[src/rtl/assert_macros.svh]
// Assertion helpers shared by the RTL; clock clk, reset arst_n
`ifndef ASSERT_MACROS_SVH
`define ASSERT_MACROS_SVH

// same-cycle implication
`define ESW_ASSERT_IMP(lbl, ante, cons, msg) \
	lbl: assert property (@(posedge clk) disable iff (!arst_n) (ante) |-> (cons)) \
		else $error(msg);

// next-cycle implication
`define ESW_ASSERT_NXT(lbl, ante, cons, msg) \
	lbl: assert property (@(posedge clk) disable iff (!arst_n) (ante) |=> (cons)) \
		else $error(msg);

`endif

[src/rtl/esw_pkg.sv]
// ----------------------------------------------------------------------------
// esw_pkg
// Types and constants of the encoder speed weighted average core.
// ----------------------------------------------------------------------------
package esw_pkg;

	localparam int MAX_WINDOW = 128;
	localparam int IDX_W      = $clog2(MAX_WINDOW);
	localparam int SPEED_W    = 48;
	localparam int CNT_W      = 16;
	localparam int TICK_W     = 32;
	localparam int CPR_W      = 16;
	localparam int LEN_W      = 8;
	localparam int MODE_W     = 2;
	localparam int CFG_IDX_W  = 2;
	localparam int CFG_DATA_W = 16;
	localparam int DEN_W      = CPR_W + TICK_W;
	localparam int ACC_W      = 72;
	localparam int DIV_CNT_W  = 7;
	localparam int DIV1_BITS  = 49;
	localparam int WT_W       = 17;
	localparam int WSUM_W     = 24;
	localparam int EXPV_W     = 31;
	localparam int QDEPTH     = 2;

	localparam logic [MODE_W-1:0] MODE_UNIFORM = 2'd0;
	localparam logic [MODE_W-1:0] MODE_LINEAR  = 2'd1;
	localparam logic [MODE_W-1:0] MODE_EXP     = 2'd2;

	localparam logic [CFG_IDX_W-1:0] REG_CPR  = 2'd0;
	localparam logic [CFG_IDX_W-1:0] REG_LEN  = 2'd1;
	localparam logic [CFG_IDX_W-1:0] REG_MODE = 2'd2;

	localparam logic [CPR_W-1:0]  CPR_RESET  = 16'd1024;
	localparam logic [LEN_W-1:0]  LEN_RESET  = 8'd100;
	localparam logic [MODE_W-1:0] MODE_RESET = MODE_EXP;

	localparam logic [15:0] RPM_SCALE = 16'd60000;
	// exp(-0.07) in Q0.30
	localparam logic [29:0] EXP_STEP  = 30'd1001150241;

	typedef struct packed {
		logic signed [CNT_W-1:0] delta;
		logic [TICK_W-1:0]       dt;
	} esw_item_t;

	typedef struct packed {
		logic                 start;
		logic [ACC_W-1:0]     num;
		logic [DEN_W-1:0]     den;
		logic [DIV_CNT_W-1:0] iters;
	} div_req_t;

	typedef struct packed {
		logic             busy;
		logic             done;
		logic [ACC_W-1:0] quo;
	} div_rsp_t;

	typedef enum logic [3:0] {
		BK_IDLE, BK_MUL, BK_DIV1, BK_WAIT1, BK_STORE, BK_ACC,
		BK_PREP2, BK_DIV2, BK_WAIT2, BK_DONE
	} bk_state_t;

endpackage

[src/rtl/esw_div.sv]
// ----------------------------------------------------------------------------
// esw_div
// Restoring divider, one quotient bit per cycle, shared by both divisions.
// ----------------------------------------------------------------------------
module esw_div import esw_pkg::*; (
	input  logic     clk,
	input  logic     arst_n,
	input  div_req_t req,
	output div_rsp_t rsp
);

	logic [DEN_W:0]       rem_q;
	logic [ACC_W-1:0]     num_q;
	logic [DEN_W-1:0]     den_q;
	logic [DIV_CNT_W-1:0] cnt_q;
	logic                 busy_q, done_q;

	logic [DEN_W:0]   rem_sh;
	logic [DEN_W+1:0] diff;
	logic             ge;

	assign rem_sh = {rem_q[DEN_W-1:0], num_q[ACC_W-1]};
	assign diff   = {1'b0, rem_sh} - {2'b00, den_q};
	assign ge     = !diff[DEN_W+1];

	always_ff @(posedge clk or negedge arst_n) begin
		if (!arst_n) begin
			busy_q <= 1'b0;
			done_q <= 1'b0;
			cnt_q  <= '0;
		end else begin
			done_q <= 1'b0;
			if (req.start) begin
				busy_q <= 1'b1;
				cnt_q  <= req.iters;
			end else if (busy_q) begin
				cnt_q <= cnt_q - 1'b1;
				if (cnt_q == DIV_CNT_W'(1)) begin
					busy_q <= 1'b0;
					done_q <= 1'b1;
				end
			end
		end
	end

	always_ff @(posedge clk) begin
		if (req.start) begin
			num_q <= req.num;
			den_q <= req.den;
			rem_q <= '0;
		end else if (busy_q) begin
			rem_q <= ge ? diff[DEN_W:0] : rem_sh;
			num_q <= {num_q[ACC_W-2:0], ge};
		end
	end

	assign rsp.busy = busy_q;
	assign rsp.done = done_q;
	assign rsp.quo  = num_q;

endmodule

[config.mk]
export PLATFORM = sky130hd
export DESIGN_NAME = esw_div
export DESIGN_NICKNAME = d
export VERILOG_FILES = /design/src/rtl/assert_macros.svh /design/src/rtl/esw_pkg.sv /design/src/rtl/esw_div.sv
export SDC_FILE = /design/constraint.sdc
export NUM_CORES = 1
export LEC_CHECK = 0
export ABC_AREA = 1
export BUFFER_PORTS_ARGS = -buffer_cell sky130_fd_sc_hd__buf_2
export CORE_MARGIN = 4
export CORE_UTILIZATION = 43
export DETAILED_ROUTE_END_ITERATION = 8
export GPL_TIMING_DRIVEN = 0
export PLACE_DENSITY_LB_ADDON = 0.08
export SLEW_MARGIN = 20
export SYNTH_ARGS = -nofsm -noshare
export SYNTH_HDL_FRONTEND = slang
export SYNTH_SLANG_ARGS = --single-unit
[constraint.sdc]
create_clock -name clk -period 6.6 [get_ports clk]
set_input_delay 1.32 -clock clk [delete_from_list [all_inputs] [get_ports clk]]
set_output_delay 1.32 -clock clk [all_outputs]
set_load 0.01 [all_outputs]
==> summary.json <==
{
  "global_route": {
    "grt_antenna_before_repair": 6,
    "grt_usage_pct": 23.29,
    "pin_count_of_the_biggest_net_entering_global_routing": 50,
    "overflow": 0,
    "first_pass_grt_wire_length_um": 55900,
    "grt_pass1_vias": 10550
  },
  "min_path": {
    "worst_hold_path_type": "flop to flop",
    "hold_start": "rem_q[25]$_SDFFE_PP0P_"
  },
  "synthesis": {
    "synth_edf_count": 120,
    "synth-warning-count": 0,
    "postSynthNetCount": 1890,
    "post_synth_main_area_contributors": "edfxtp_1 (31%), nand2_1 (24%), inv_1 (9.9%)",
    "async_flop_share_pct": 5.085,
    "synthCells": 1709,
    "synth.cell_area_um2": 11710,
    "yosys_register_bits": 177,
    "synth.avg_cell_area_um2": 6.852,
    "dominantRegCellSynth": "edfxtp_1",
    "synth_top_cell_area_share_pct": 30.77,
    "synth_cell_type_count": 40,
    "synth.largest_area_cell": "edfxtp_1",
    "sequential_area_share_after_synthesis_pct": 40.90
  },
  "die": {
    "dieHeight_um": 173.0,
    "io-pin-count": 204,
    "fp-row-count": 60,
    "core_area_um2": 26880,
    "fp.dieArea_um2": 29940,
    "initial_utilization_pct": 43.57,
    "floorplan.die.width_um": 173.0
  },
  "cells_and_area": {
    "stdcell_area_um2": 13810,
    "layout_common_cells": "nand2_1 (747), inv_1 (310), buf_2 (211)",
    "area_growth_pct": 17.91,
    "layout-drive-gt1-share_pct": 14.34,
    "final_common_cell": "nand2_1",
    "nets": 2113
  },
  "setup_path": {
    "crit_buf_inv": 5,
    "kind_of_end_point_of_the_critical_path": "flop",
    "crit_path_start": "req[127]",
    "worst_ep_required_time_ps": 6730,
    "crit_path_max_incr_delay_ps": 550,
    "critical_path.cell_chain": "buf_4 > clkbuf_1 > nor2_1 > inv_1 > clkbuf_4 > buf_12",
    "cp_top_family": "buffers and inverters",
    "critical_path_peak_fanout": 49,
    "worst_path_arrival_time_ps": 3810,
    "reg2reg_from": "den_q[25]$_DFFE_PP_",
    "crit_slowest_cell": "clkbuf_1",
    "start_kind": "input port",
    "critical_path_class": "input port to flop"
  },
  "placed_design": {
    "finalWeightedCongestion": 0.9939,
    "post_dp_cell_area_um2": 13180,
    "placement.setup.worst_slack_ps": 2365,
    "place.detailed.hpwl_um": 27860,
    "port_buffers": 203
  },
  "cts": {
    "count_of_hold_fix_buffers_inserted_at_cts": 0,
    "cts_sinks": 177,
    "cts_setup_buffers": 0,
    "post_cts_resize_count": 0,
    "clk_path_buf_depth": 2,
    "tritoncts_clock_tree": "built",
    "cts.root.buffer_cell": "clkbuf_16",
    "cts_made_buffers": 17,
    "worst_setup_hold_path_clk_slew_ps": 80,
    "htree_levels": 4,
    "worst_skew_pair.late_latency_ps": 460
  },
  "route": {
    "ant_nets": 0,
    "met1Wirelength_um": 16160,
    "met2WireLength_um": 15770,
    "maxUsedRoutingLayer": "met5",
    "first_iter_violations": 664,
    "avgRoutedWirePerCell_um": 15.27,
    "remaining_drc_errors": 0,
    "dr_total_vias": 10900,
    "met3_wirelength_um": 2437,
    "routed_wirelength_um": 34930,
    "vias_per_cell": 4.764,
    "first_pass_iters": 7
  },
  "timing": {
    "tightestPinTransition_ps": 690.7,
    "min_period_ps": 3678,
    "postLayoutSetupSlackWorst_ps": 2922,
    "max_clock_freq_ghz": 0.2719,
    "setup_repair_after_global_routing_missed_its_margin": "no",
    "report.final.setup_viol": 0,
    "timing.clock.skew_ps": 19.03,
    "min_period_over_period_pct": 55.72,
    "slew_viol_final": 0,
    "slew_headroom_pct": 53.95,
    "timing.final.hold_violations": 0,
    "fin_hold_ws_ps": 470.2
  },
  "job": {
    "drv_cap": 0
  },
  "run_status": {
    "run_status": "finished, final reports clean"
  },
  "power": {
    "total_power_mw": 2.857,
    "power_density_nw_per_um2": 206.9,
    "p_leak_nw": 7.611,
    "vdd_ir_drop_max_uv": 179.0
  }
}
[cell usage after synthesis (all sizes together) (2+ instances only)]
cell / number
a21o: 2
a21oi: 31
and2: 5
buf: 19
clkbuf: 25
dfrtp: 9
dfxtp: 48
edfxtp: 120
ha: 50
inv: 317
nand2: 753
nand3: 125
nand3b: 27
nand4: 10
nor2: 98
nor3: 7
nor4: 3
o21ai: 19
o21bai: 5
o221ai: 4
xnor2: 23
xor2: 3
[worst register-to-register path, cell delays in order (launching register included)]
cell and delay, ps:
edfxtp_1 320, inv_1 40, ha_1 380, nand2_1 150
inv_2 50, nand2_1 160, inv_2 50, nand2_1 110
inv_1 50, nand2_1 70, nand2_1 140, a21oi_4 290
buf_4 280, buf_2 310, a31oi_1 120
[stage by stage]
stage / std cells / TNS, ps / util, %
2_1_floorplan: 1709 / 0 / -
3_3_place_gp: 2253 / -36180 / 48.94
3_5_place_dp: 2254 / 0 / 49.04
4_1_cts: 2286 / 0 / 51.36
5_1_grt: 2287 / 0 / 51.37
6_report: 2287 / 0 / 51.37
[area by class of cell]
type                    instances  area, um^2
repair buffers                204        1039
clock buffers                  17       425.4
inverters                     317        1190
well taps                     341       426.7
plain buffers                  44       232.7
diodes                          1       2.502
multi-input cells            1171        5502
flip-flops and latches        177        4790
clock inverters                15       200.2
fillers                      2760       13070
[sequential cells by signal (all words and copies together) (netlist names)]
signal	flops
busy_q	1
rem_q	48
num_q	72
cnt_q	7
done_q	1
den_q	48
[per-layer routing]
layer / GRT usage, % / vias to the layer above
met1: 31.00 / 4839
met4: 5.321 / 10
li1: - / 5694
met2: 38.57 / 309
met5: 0 / -
met3: 5.750 / 44
[report_power, final]
group	switching, mW	internal, mW	total [mW]
logic	0.272	0.167	0.440
clock network	0.562	0.524	1.09
registers	0.0482	1.28	1.33
[kinds of logic (layout without fill, tap and decap cells)]
logic type | count (synthesis) | count (layout) | share of synthesized area [%]
xor gates and xnor gates | 26 | 26 | 1.945
other | 0 | 1 | 0
buffers and inverters | 361 | 597 | 12.12
and+or+nand+nor | 1029 | 1029 | 36.25
adders and majority gates | 51 | 51 | 5.513
DFF | 177 | 177 | 40.90
AOI/OAI and AO/OA | 65 | 65 | 3.270
[path summary, 6_finish.rpt]
kind / end / slack, ps / cells after the start
worst max-delay path: num_q[50]$_DFFE_PP_ / 2920 / 6
worst min-delay path: rem_q[25]$_SDFFE_PP0P_ / 470 / 2
worst max register to register: num_q[0]$_DFFE_PP_ / 3810 / 14
worst min register to register: rem_q[25]$_SDFFE_PP0P_ / 470 / 2
max in group asynchronous: cnt_q[1]$_DFFE_PN0P_ / 5680 / 1
min in group asynchronous: done_q$_DFF_PN0_ / 730 / 1
(Power assumes the default switching activity.)
