### config.mk
export PLATFORM = sky130hd
export DESIGN_NAME = esw_front
export DESIGN_NICKNAME = d
export VERILOG_FILES = /design/src/rtl/assert_macros.svh /design/src/rtl/esw_pkg.sv /design/src/rtl/esw_front.sv
export SDC_FILE = /design/constraint.sdc
export NUM_CORES = 1
export LEC_CHECK = 0
export BUFFER_PORTS_ARGS = -buffer_cell sky130_fd_sc_hd__clkbuf_2
export CAP_MARGIN = 10
export CORE_ASPECT_RATIO = 0.6
export CORE_UTILIZATION = 50
export DETAILED_ROUTE_END_ITERATION = 6
export PLACE_DENSITY = 0.81
export RECOVER_POWER = 25
export SYNTH_ARGS = -nofsm -noshare
export SYNTH_HDL_FRONTEND = slang
export SYNTH_SLANG_ARGS = --single-unit
### constraint.sdc
create_clock -name clk -period 11.63 [get_ports clk]
set_input_delay 0 -clock clk [delete_from_list [all_inputs] [get_ports clk]]
set_output_delay 0 -clock clk [all_outputs]
set_load 0.1 [all_outputs]
### src/rtl/assert_macros.svh
// Assertion helpers shared by the RTL; clock clk, reset arst_n
`ifndef ASSERT_MACROS_SVH
`define ASSERT_MACROS_SVH

// same-cycle implication
`define ESW_ASSERT_IMP(lbl, ante, cons, msg) \
	lbl: assert property (@(posedge clk) disable iff (!arst_n) (ante) |-> (cons)) \
		else $error(msg);

// next-cycle implication
`define ESW_ASSERT_NXT(lbl, ante, cons, msg) \
	lbl: assert property (@(posedge clk) disable iff (!arst_n) (ante) |=> (cons)) \
		else $error(msg);

`endif

### src/rtl/esw_pkg.sv
// ----------------------------------------------------------------------------
// esw_pkg
// Types and constants of the encoder speed weighted average core.
// ----------------------------------------------------------------------------
package esw_pkg;

	localparam int MAX_WINDOW = 128;
	localparam int IDX_W      = $clog2(MAX_WINDOW);
	localparam int SPEED_W    = 48;
	localparam int CNT_W      = 16;
	localparam int TICK_W     = 32;
	localparam int CPR_W      = 16;
	localparam int LEN_W      = 8;
	localparam int MODE_W     = 2;
	localparam int CFG_IDX_W  = 2;
	localparam int CFG_DATA_W = 16;
	localparam int DEN_W      = CPR_W + TICK_W;
	localparam int ACC_W      = 72;
	localparam int DIV_CNT_W  = 7;
	localparam int DIV1_BITS  = 49;
	localparam int WT_W       = 17;
	localparam int WSUM_W     = 24;
	localparam int EXPV_W     = 31;
	localparam int QDEPTH     = 2;

	localparam logic [MODE_W-1:0] MODE_UNIFORM = 2'd0;
	localparam logic [MODE_W-1:0] MODE_LINEAR  = 2'd1;
	localparam logic [MODE_W-1:0] MODE_EXP     = 2'd2;

	localparam logic [CFG_IDX_W-1:0] REG_CPR  = 2'd0;
	localparam logic [CFG_IDX_W-1:0] REG_LEN  = 2'd1;
	localparam logic [CFG_IDX_W-1:0] REG_MODE = 2'd2;

	localparam logic [CPR_W-1:0]  CPR_RESET  = 16'd1024;
	localparam logic [LEN_W-1:0]  LEN_RESET  = 8'd100;
	localparam logic [MODE_W-1:0] MODE_RESET = MODE_EXP;

	localparam logic [15:0] RPM_SCALE = 16'd60000;
	// exp(-0.07) in Q0.30
	localparam logic [29:0] EXP_STEP  = 30'd1001150241;

	typedef struct packed {
		logic signed [CNT_W-1:0] delta;
		logic [TICK_W-1:0]       dt;
	} esw_item_t;

	typedef struct packed {
		logic                 start;
		logic [ACC_W-1:0]     num;
		logic [DEN_W-1:0]     den;
		logic [DIV_CNT_W-1:0] iters;
	} div_req_t;

	typedef struct packed {
		logic             busy;
		logic             done;
		logic [ACC_W-1:0] quo;
	} div_rsp_t;

	typedef enum logic [3:0] {
		BK_IDLE, BK_MUL, BK_DIV1, BK_WAIT1, BK_STORE, BK_ACC,
		BK_PREP2, BK_DIV2, BK_WAIT2, BK_DONE
	} bk_state_t;

endpackage

### src/rtl/esw_front.sv
// ----------------------------------------------------------------------------
// esw_front
// Takes encoder words, forms count delta and elapsed time, queues them.
// ----------------------------------------------------------------------------
module esw_front import esw_pkg::*; (
	input  logic                     clk,
	input  logic                     arst_n,
	input  logic                     s_axis_tvalid,
	output logic                     s_axis_tready,
	input  logic [47:0]              s_axis_tdata,  // count_value[15:0], tick_ms[47:16]
	output logic                     q_valid,
	output esw_item_t                q_item,
	input  logic                     q_pop,
	output logic [$clog2(QDEPTH+1)-1:0] q_count
);

	localparam int PTR_W = $clog2(QDEPTH);

	logic [CNT_W-1:0]  prev_count_q;
	logic [TICK_W-1:0] prev_tick_q;
	esw_item_t         fifo_q [QDEPTH];
	logic [PTR_W-1:0]  wr_ptr_q, rd_ptr_q;
	logic [$clog2(QDEPTH+1)-1:0] cnt_q;

	logic              push;
	logic [CNT_W-1:0]  cnt_in, d16;
	logic [TICK_W-1:0] tick_in, dt_raw;
	esw_item_t         item_in;

	assign cnt_in  = s_axis_tdata[15:0];
	assign tick_in = s_axis_tdata[47:16];
	assign d16     = cnt_in - prev_count_q;
	assign dt_raw  = tick_in - prev_tick_q;

	always_comb begin
		item_in.delta = $signed(d16);
		item_in.dt    = (dt_raw == '0) ? TICK_W'(1) : dt_raw;
	end

	assign s_axis_tready = (cnt_q != ($clog2(QDEPTH+1))'(QDEPTH));
	assign push          = s_axis_tvalid && s_axis_tready;
	assign q_valid       = (cnt_q != '0);
	assign q_item        = fifo_q[rd_ptr_q];
	assign q_count       = cnt_q;

	always_ff @(posedge clk or negedge arst_n) begin
		if (!arst_n) begin
			prev_count_q <= '0;
			prev_tick_q  <= '0;
			wr_ptr_q     <= '0;
			rd_ptr_q     <= '0;
			cnt_q        <= '0;
		end else begin
			if (push) begin
				prev_count_q <= cnt_in;
				prev_tick_q  <= tick_in;
				wr_ptr_q     <= (wr_ptr_q == PTR_W'(QDEPTH-1)) ? '0 : wr_ptr_q + 1'b1;
			end
			if (q_pop && q_valid)
				rd_ptr_q <= (rd_ptr_q == PTR_W'(QDEPTH-1)) ? '0 : rd_ptr_q + 1'b1;
			if (push && !(q_pop && q_valid))
				cnt_q <= cnt_q + 1'b1;
			else if (!push && q_pop && q_valid)
				cnt_q <= cnt_q - 1'b1;
		end
	end

	always_ff @(posedge clk) begin
		if (push)
			fifo_q[wr_ptr_q] <= item_in;
	end

endmodule

==> results.cfg, run 1 <==
[setup_path]
cp_slowest_cell = nor4_1
crit_arrival_ns = 4.47
worstReg2RegStart = prev_tick_q[6]
crit_path_end_kind = flop
crit_type = flop to flop
worstRegToRegCells = 12
r2r_slack_ns = 7.44
crit_path_max_incr_delay_ns = 0.75
critPathTopFamily = simple AND/OR/NAND/NOR gates
worstReg2RegEnd = fifo_q[1][0]
required_ns = 11.91
worstPathMaxFanout = 12
crit_buf_inv = 1
worstSetupStartpointType = flop
path_cells = inv_1 > ha_1 > a21oi_1 > o22ai_1 > nor4_1 > nor2_1 > xnor2_1 > or4b_1 > nor4b_2 > nand4_1 > or4_1 > nand2_1
crit_start = prev_tick_q[6]

[synth]
synth.yosys.seq_area_share_pct = 50.75
muxShareOfSynthArea_pct = 12.81
async_flop_share_pct = 35.14
synth-simple-area-share_pct = 10.15
netlist_area_sq_um = 8244
synthAdderAreaFrac_pct = 7.467
synth_compound_area_share_pct = 11.00
synth-edff-count = 96
synth_top_family_by_area = multiplexers
syn_nets = 811
synth_cell_type_count = 65
ys_ff_latch = 148
yosys_warnings = 0
synth_cells = 711
synth_top_cell_by_area = edfxtp_1
netlist_top_cells_area = edfxtp_1, dfrtp_1, mux2_2
avgSynthCellArea_sq_um = 11.60
yosysTopAreaCellShare_pct = 34.97
yosys.area_share.xor_xnor_pct = 3.506
yosys_most_used_dff = edfxtp_1

[floorplanning]
dieArea_sq_um = 17020
rows = 35
initial_core_util_pct = 52.44
core_area_sq_um = 15720
io_pins = 104
die-height_um = 101.5
fp.dieW_um = 167.8

[pwr]
switching_share_pct = 48.38
p_per_area_nw_per_um2 = 283.6
ir_drop_uv = 245.2
clock_power_share_pct = 19.7
intPower_mw = 1.476
combPwrFrac_pct = 51.4
p_leak_nw = 4.284
pwr-share-seq_pct = 28.8
switching_power_mw = 1.383

[route]
drc_errors = 0
vias = 6082
wire_per_inst_um = 17.05
drt_wl_total_mm = 18.48
viasPerCell = 5.611
drtPass1Iterations = 5
first_iter_violations = 431
ant_nets = 0

[grt]
grt_usage_pct = 22.44
grt_pass1_vias = 5714
grt_max_degree = 54
gr-total-overflow = 0
grt_antenna_before_repair = 0
grt_pass1_wl_mm = 29.28

[sta]
timing.fmax_ghz = 0.2385
worst_pin_slew_ns = 3.234
slew_headroom_pct = -115.6
drv_slew = 74
hold_viol_final = 0
fin_tns_setup_ns = 0
min_period_ns = 4.193
final.period_utilization_pct = 36.05
finClkSkew_ns = 0.01216
rsz0062_at_grt = false
setup_violations = 0

[hold_path]
holdPathStages = 3
worstHoldStart = s_axis_tdata[3]
hold_end = prev_count_q[3]
hp-class = input pin to flop

[final_layout]
final_common_cell = clkbuf_2
fin_area_sq_um = 10080
final_cell_mix = clkbuf_2, edfxtp_1, mux2_2, inv_1
diodes = 0
final_util_pct = 64.12
area_growth_pct = 22.28
finalNetCount = 968
drive_above_1_share_pct = 28.04

[clocking]
h-tree-depth = 4
clock-sinks = 148
cts_tree = built
postCtsHoldBufs = 51
numCtsBuffers = 17
cts_resized = 0
clkSlewWorstSetupHoldPaths_ns = 0.07
clock_latency_ns = 0.42
clockRootBuffer = clkbuf_16
clockBufferDepth = 2
post_cts_buffers = 0

[status]
violations = capacitance limit, slew limit
status = complete, but fails checks

[placement]
hpwlAfterDp_mm = 12.51
port_buffers = 103
placed_area_sq_um = 8982
place.gp.congestion = 0.9382

[job]
max_cap_violations = 2
## metrics by stage
stage / setup WS [ns] / total power, mW / hold WS, ns / instances
final: 7.437 / 2.859 / 0.3705 / 1084
after global routing: 7.253 / 2.979 / 0.3681 / 1084
after CTS: 7.493 / 2.866 / 0.2935 / 1084
after detailed placement: 7.530 / 2.281 / 0.2009 / 1001
after floorplan: 6.621 / 2.034 / -0.2956 / 711
after global placement: 7.644 / 2.255 / 0.1948 / 1001
## tightest hold or removal path, stage by stage
cell and delay, ns:
dlygate4sd3_1 0.52, clkbuf_2 0.11, mux2_2 0.13
## kinds of logic after synthesis
family,after synthesis
mux,94
flops,148
simple gates,161
xor+xnor,33
compound gates,133
buf+inv,94
fa+ha+maj,48
## cell usage after synthesis, drive strengths merged, types with 6 or more instances
library cell  number
buf                6
inv               73
a21oi             35
and3               6
mux2              92
a21boi             6
nand2b             9
nor3              12
o211ai             8
edfxtp            96
a21o              13
nand2             34
clkbuf            15
ha                46
or3                6
o21ai             24
nand4              8
nand3             12
dfrtp             52
xnor2             28
nor2b              8
nor2              40
## power by group through the flow
stage	logic, mW	registers (mW)	clock network (mW)
finish	1.47	0.824	0.564
global route	1.55	0.839	0.591
CTS	1.47	0.825	0.573
detailed placement	1.45	0.835	0
global placement	1.43	0.826	0
floorplan	1.21	0.821	0
## layer usage
| layer | global-route usage (%) | share of wire, % |
|---|---|---|
| met5 | 0 | 0 |
| met4 | 5.222 | 0.70 |
| met3 | 4.650 | 6.0 |
| met2 | 34.74 | 44 |
| met1 | 32.56 | 49 |
## worst max path at each step
stage                    to  slack [ns]  cells after the start
2_1_floorplan  fifo_q[0][0]        6.62                      4
3_3_place_gp   fifo_q[0][0]        7.64                     12
3_5_place_dp   fifo_q[0][0]        7.53                     12
4_1_cts        fifo_q[1][0]        7.49                     12
5_1_grt        fifo_q[1][0]        7.25                     12
6_report       fifo_q[1][0]        7.44                     12
## flip-flops by register name (all words and copies together), names as in the netlist
| register | cells |
|---|---|
| fifo_q | 96 |
| prev_tick_q | 32 |
| q_count | 2 |
| prev_count_q | 16 |
| wr_ptr_q | 1 |
| rd_ptr_q | 1 |
## cell type report
| cell class | count | area, sq um |
|---|---|---|
| timing repair buffer | 159 | 1055 |
| tap | 203 | 254.0 |
| inverter | 73 | 274.0 |
| clock inverter | 15 | 178.9 |
| sequential | 148 | 4185 |
| fill | 1243 | 5640 |
| multi-input combinational | 469 | 3709 |
| clock buffer | 17 | 425.4 |
No activity file was read; power rests on OpenSTA's default activity.
==> inputs of run 2 (changes only) <==
PLACE_DENSITY = 0.84   (was 0.81)
clock period = 3.5 ns   (was 11.63 ns; I/O delays follow)
==> run 2 against run 1 <==
  * Critical path depth rose by 2
  * Largest power group unchanged
  * The flow finishes with violations (capacitance limit, slew limit, setup timing)
  * Clock skew fell by 0.0034 ns
  * Routed wire length rose by 4.7%
  * First-iteration DRC count fell by 3.5%
  * Highest routed layer unchanged
  * Global-route usage rose by 0.95 points
  * Cell area rose by 7.0%
  * Die area did not move
  * Clock-buffer cell count did not move
  * Critical endpoint is now fifo_q[0][0]
==> results.cfg, run 2 (synthesis results as in run 1) <==
[final_layout]
diodes = 0
largest_register_ffs = 96
stdcell_count = 1150
finalNetCount = 1034
top_register = fifo_q
final_common_cell = clkbuf_2
drive_above_1_share_pct = 35.48
area_growth_pct = 30.78
reg_top3 = fifo_q x96, prev_tick_q x32, prev_count_q x16
final_cell_mix = clkbuf_2, edfxtp_1, mux2_2, inv_1, buf_4

[floorplanning]
rows = 35
io_pins = 104
dieArea_sq_um = 17020
fp.dieW_um = 167.8
core_area_sq_um = 15720
die-height_um = 101.5
initial_core_util_pct = 52.44

[sta]
slew_headroom_pct = -19.89
timing.fmax_ghz = 0.2705
setup_violations = 2
worst_pin_slew_ns = 1.798
finClkSkew_ns = 0.008790
min_period_ns = 3.696
final.period_utilization_pct = 105.6
drv_slew = 31
hold_viol_final = 0
setup_ws_ns = -0.1964
rsz0062_at_grt = true

[hold_path]
hold_end = fifo_q[1][0]
worstHoldStart = s_axis_tdata[16]
hp-class = input pin to flop
holdPathStages = 4

[clocking]
cts_tree = built
clkSlewWorstSetupHoldPaths_ns = 0.06
numCtsBuffers = 17
clockRootBuffer = clkbuf_16
clock-sinks = 148
h-tree-depth = 4
clockBufferDepth = 2
clock_latency_ns = 0.42

[setup_path]
worstReg2RegStart = prev_tick_q[0]
crit_path_max_incr_delay_ns = 0.52
worstPathMaxFanout = 3
cp_slowest_cell = or4b_4
worstRegToRegCells = 14
crit_type = flop to flop
required_ns = 3.79
worstSetupStartpointType = flop
r2r_slack_ns = -0.20
crit_arrival_ns = 3.98
path_cells = ha_4 > fa_2 > nand2b_4 > buf_6 > a21o_1 > a211oi_2 > buf_4 > o2111ai_4 > a2111oi_4 > or4b_4 > nor4b_4 > nand4_1 > or4_4 > nand2_2
crit_path_end_kind = flop
worstReg2RegEnd = fifo_q[0][0]

[route]
wire_per_inst_um = 16.82
drtPass1Iterations = 5
ant_nets = 0
drt_wl_total_mm = 19.35
viasPerCell = 5.481
first_iter_violations = 416
vias = 6303
drc_errors = 0

[pwr]
combPwrFrac_pct = 54.2
p_per_area_nw_per_um2 = 922.7
switching_share_pct = 48.38
pwr-share-seq_pct = 27.5
clock_power_share_pct = 18.2
switching_power_mw = 4.813
ir_drop_uv = 458.7
p_leak_nw = 4.640
intPower_mw = 5.135

[placement]
preCtsSetupSlack_ns = -0.3338
place.gp.congestion = 0.8863
place_inst = 1060
port_buffers = 103
hpwlAfterDp_mm = 13.48

[job]
max_cap_violations = 1

[grt]
gr-total-overflow = 0
grt_usage_pct = 23.39
grt_max_degree = 54
grt_antenna_before_repair = 0
grt_pass1_wl_mm = 30.64
grt_pass1_vias = 6051

[status]
violations = capacitance limit, slew limit, setup timing
status = complete, but fails checks
run 2: changes by cell type in the layout (fill, tap and decap cells not counted), sizes merged:
| cell | delta |
|---|---|
| buf | +65 |
| inv | +2 |
| dlygate4sd3 | +1 |
| bufinv | -2 |
| clkinvlp | -2 |
| clkinv | +2 |
run 2: timing repair:
item | CTS | global route
hold endpoints to repair | 73 | 0
gates resized for setup | 17 | 12
hold buffers | 52 | 0
buffers inserted | 3 | 3
pin swaps | 9 | 2
endpoints found under the setup margin | 2 | 2
run 2: routing by layer:
layer  part of all wire (%)  track usage (%)  vias up
met2                     45            37.08      192
li1                       -                -     3056
met4                    1.1            6.422        0
met5                      0                0        -
met1                     49            33.05     3029
met3                    5.5            4.650       26
run 2: final cells by class:
| class | instances | area [sq um] |
|---|---|---|
| repair buffers | 225 | 1570 |
| fillers | 1121 | 4940 |
| inverters | 73 | 274.0 |
| flip-flops and latches | 148 | 4184 |
| clock inverters | 15 | 170.2 |
| multi-input cells | 469 | 3904 |
| well taps | 203 | 254.0 |
| clock buffers | 17 | 425.4 |
run 2: how the worst max path moves through the flow:
stage	to	depth (start not counted)	startpoint
3_3_place_gp	fifo_q[0][0]	12	prev_tick_q[4]
5_1_grt	fifo_q[0][0]	13	prev_tick_q[2]
4_1_cts	fifo_q[0][0]	12	prev_tick_q[0]
6_report	fifo_q[0][0]	14	prev_tick_q[0]
3_5_place_dp	fifo_q[0][0]	12	prev_tick_q[0]
2_1_floorplan	fifo_q[0][0]	12	prev_tick_q[0]
run 2: worst max-delay path: cells and delay by family (launching register included):
kind	cells	cell delay, ns
and+or+nand+nor	6	1.54
AOI/OAI and AO/OA	4	0.78
adders and majority gates	2	0.53
DFF	1	0.41
buffers and inverters	2	0.29
run 2: power groups by stage:
stage	combinational (mW)	clock [mW]	sequential [mW]
finish	5.40	1.81	2.74
global route	5.67	1.91	2.79
detailed placement	5.14	0	2.77
floorplan	4.04	0	2.72
CTS	5.30	1.84	2.74
global placement	5.08	0	2.75
run 2: per-stage QoR:
stage               area (sq um)  TNS, ns  utilization (%)  hold WS, ns  power (mW)
floorplan                   8268        0                -      -0.2956       6.768
global placement            9454  -0.3864            60.14      0.03906       7.824
detailed placement          9454  -0.6676            60.14      0.05455       7.916
CTS                        10690  -0.3824            68.02       0.1433       9.877
global route               10780  -0.6326            68.58       0.1823       10.37
finish                     10780  -0.3927            68.58       0.1780       9.949
==> inputs of run 3 (changes only) <==
SETUP_SLACK_MARGIN = 0.1   (was unset)
==> run 3 against run 2 <==
  * The run still ends with capacitance limit, slew limit, setup timing left
  * Core utilization decreased by 0.33 points
  * Register-to-register slack improved by 0.06 ns
  * Power rose by 0.14%
  * Global-route usage barely moved
  * First-iteration DRC count rose by 19%
  * Cell count is 0.61% lower
  * Clock-buffer cell count rose by 1
==> results.cfg, run 3 (synthesis results as in run 1) <==
[status]
status = complete, but fails checks
violations = capacitance limit, slew limit, setup timing

[grt]
grt_usage_pct = 23.36
gr-total-overflow = 0
grt_antenna_before_repair = 0
grt_pass1_wl_mm = 30.57
grt_max_degree = 49
grt_pass1_vias = 6020

[final_layout]
drive_above_1_share_pct = 35.74
area_growth_pct = 30.14
largest_register_ffs = 96
final_cell_mix = clkbuf_2, edfxtp_1, mux2_2, inv_1, buf_4
final_util_pct = 68.25
diodes = 0
top_register = fifo_q
finalNetCount = 1027
fin_area_sq_um = 10730
reg_top3 = fifo_q x96, prev_tick_q x32, prev_count_q x16
final_common_cell = clkbuf_2

[setup_path]
crit_path_max_incr_delay_ns = 0.53
crit_buf_inv = 0
path_cells = ha_2 > fa_2 > nand2b_4 > a21oi_4 > a21oi_2 > or4b_4 > a2111oi_4 > or4b_4 > nor4b_4 > nand4_1 > or4_4 > nand2_2
crit_top_cell = or4b_4
crit_type = flop to flop
crit_arrival_ns = 3.92
crit_path_end_kind = flop
required_ns = 3.78
worstPathMaxFanout = 3
worstSetupStartpointType = flop
cp_slowest_cell = or4b_4
critPathTopFamily = simple AND/OR/NAND/NOR gates
r2r_slack_ns = -0.14

[pwr]
p_per_area_nw_per_um2 = 928.6
finalPower_mw = 9.963
ir_drop_uv = 568.6
p_leak_nw = 4.610

[sta]
finClkSkew_ns = 0.01660
worst_pin_slew_ns = 1.634
slew_headroom_pct = -8.961
final.period_utilization_pct = 103.9
rsz0062_at_grt = true
fin_tns_setup_ns = -0.2635
setup_ws_ns = -0.1379
drv_slew = 29
min_period_ns = 3.638
hold_viol_final = 0
timing.fmax_ghz = 0.2749
setup_violations = 2

[clocking]
numCtsBuffers = 17
clkSlewWorstSetupHoldPaths_ns = 0.07
clockRootBuffer = clkbuf_16
h-tree-depth = 4
clockBufferDepth = 2
clock_latency_ns = 0.42
cts_tree = built
clock-sinks = 148

[placement]
hpwlAfterDp_mm = 13.64
port_buffers = 103
placed_area_sq_um = 9410
place.gp.congestion = 0.9223

[route]
drc_errors = 0
wire_per_inst_um = 16.72
vias = 6289
drt_wl_total_mm = 19.12
first_iter_violations = 493
ant_nets = 0
drtPass1Iterations = 5
viasPerCell = 5.502

[floorplanning]
io_pins = 104
core_area_sq_um = 15720
dieArea_sq_um = 17020
die-height_um = 101.5
fp.dieW_um = 167.8
initial_core_util_pct = 52.44
rows = 35

[hold_path]
hp-class = input pin to flop

[job]
max_cap_violations = 1
[run 3: changes by cell type in the layout (fill, tap and decap cells not counted), sizes merged]
cell	previous run	this run
bufinv	1	2
inv	79	81
clkbuf	121	122
buf	69	62
clkinv	7	3
[run 3: what timing repair did]
| item | 4_1_cts | 5_1_grt |
|---|---|---|
| setup buffers | 0 | 5 |
| endpoints found under the setup margin | 2 | 8 |
| pin swaps | 1 | 7 |
| hold endpoints to repair | 78 | 0 |
| hold buffers | 52 | 0 |
| resized for setup | 12 | 16 |
[run 3: metal layers]
layer,share of wire [%],vias up,global-route usage [%]
li1,-,3041,-
met1,50,3017,34.65
met2,43,211,34.20
met3,6.2,20,5.315
met4,1.0,0,6.916
met5,0,-,0
[run 3: final timing paths]
kind / startpoint / cells past startpoint / end
max in group asynchronous: arst_n / 3 / prev_tick_q[31]
min in group asynchronous: arst_n / 2 / prev_tick_q[4]
worst max-delay path: prev_tick_q[0] / 12 / fifo_q[1][0]
worst max register to register: prev_tick_q[0] / 12 / fifo_q[1][0]
worst min-delay path: s_axis_tdata[16] / 4 / fifo_q[0][0]
worst min register to register: prev_tick_q[6] / 1 / prev_tick_q[6]
[run 3: per-stage QoR]
step / cells / setup WS, ns / hold slack (ns)
2_1_floorplan: 711 / 0.09151 / -0.2956
3_3_place_gp: 1054 / -0.1091 / 0.09165
3_5_place_dp: 1054 / -0.1683 / 0.1038
4_1_cts: 1138 / -0.09012 / 0.1565
5_1_grt: 1143 / -0.2333 / 0.1881
6_report: 1143 / -0.1379 / 0.1599
[run 3: power by group]
group	switching (mW)	internal (mW)	leakage (nW)
sequential	0.181	2.54	1.50
combinational	3.81	1.54	2.80
clock	0.778	1.12	0.302
[run 3: cell type report]
cell class / count / area, sq um
inverter: 73 / 274.0
clock inverter: 14 / 162.7
fill: 1128 / 4992
sequential: 148 / 4184
multi-input combinational: 469 / 3902
clock buffer: 18 / 450.4
tap: 203 / 254.0
timing repair buffer: 218 / 1501
[run 3: worst reg2reg max path, cell delays in order, from the launching register on]
cell and delay, ns:
dfrtp_1 0.39, ha_2 0.21, fa_2 0.39, nand2b_4 0.17, a21oi_4 0.16, a21oi_2 0.06
or4b_4 0.53, a2111oi_4 0.19, or4b_4 0.52, nor4b_4 0.25, nand4_1 0.13, or4_4 0.44
nand2_2 0.07
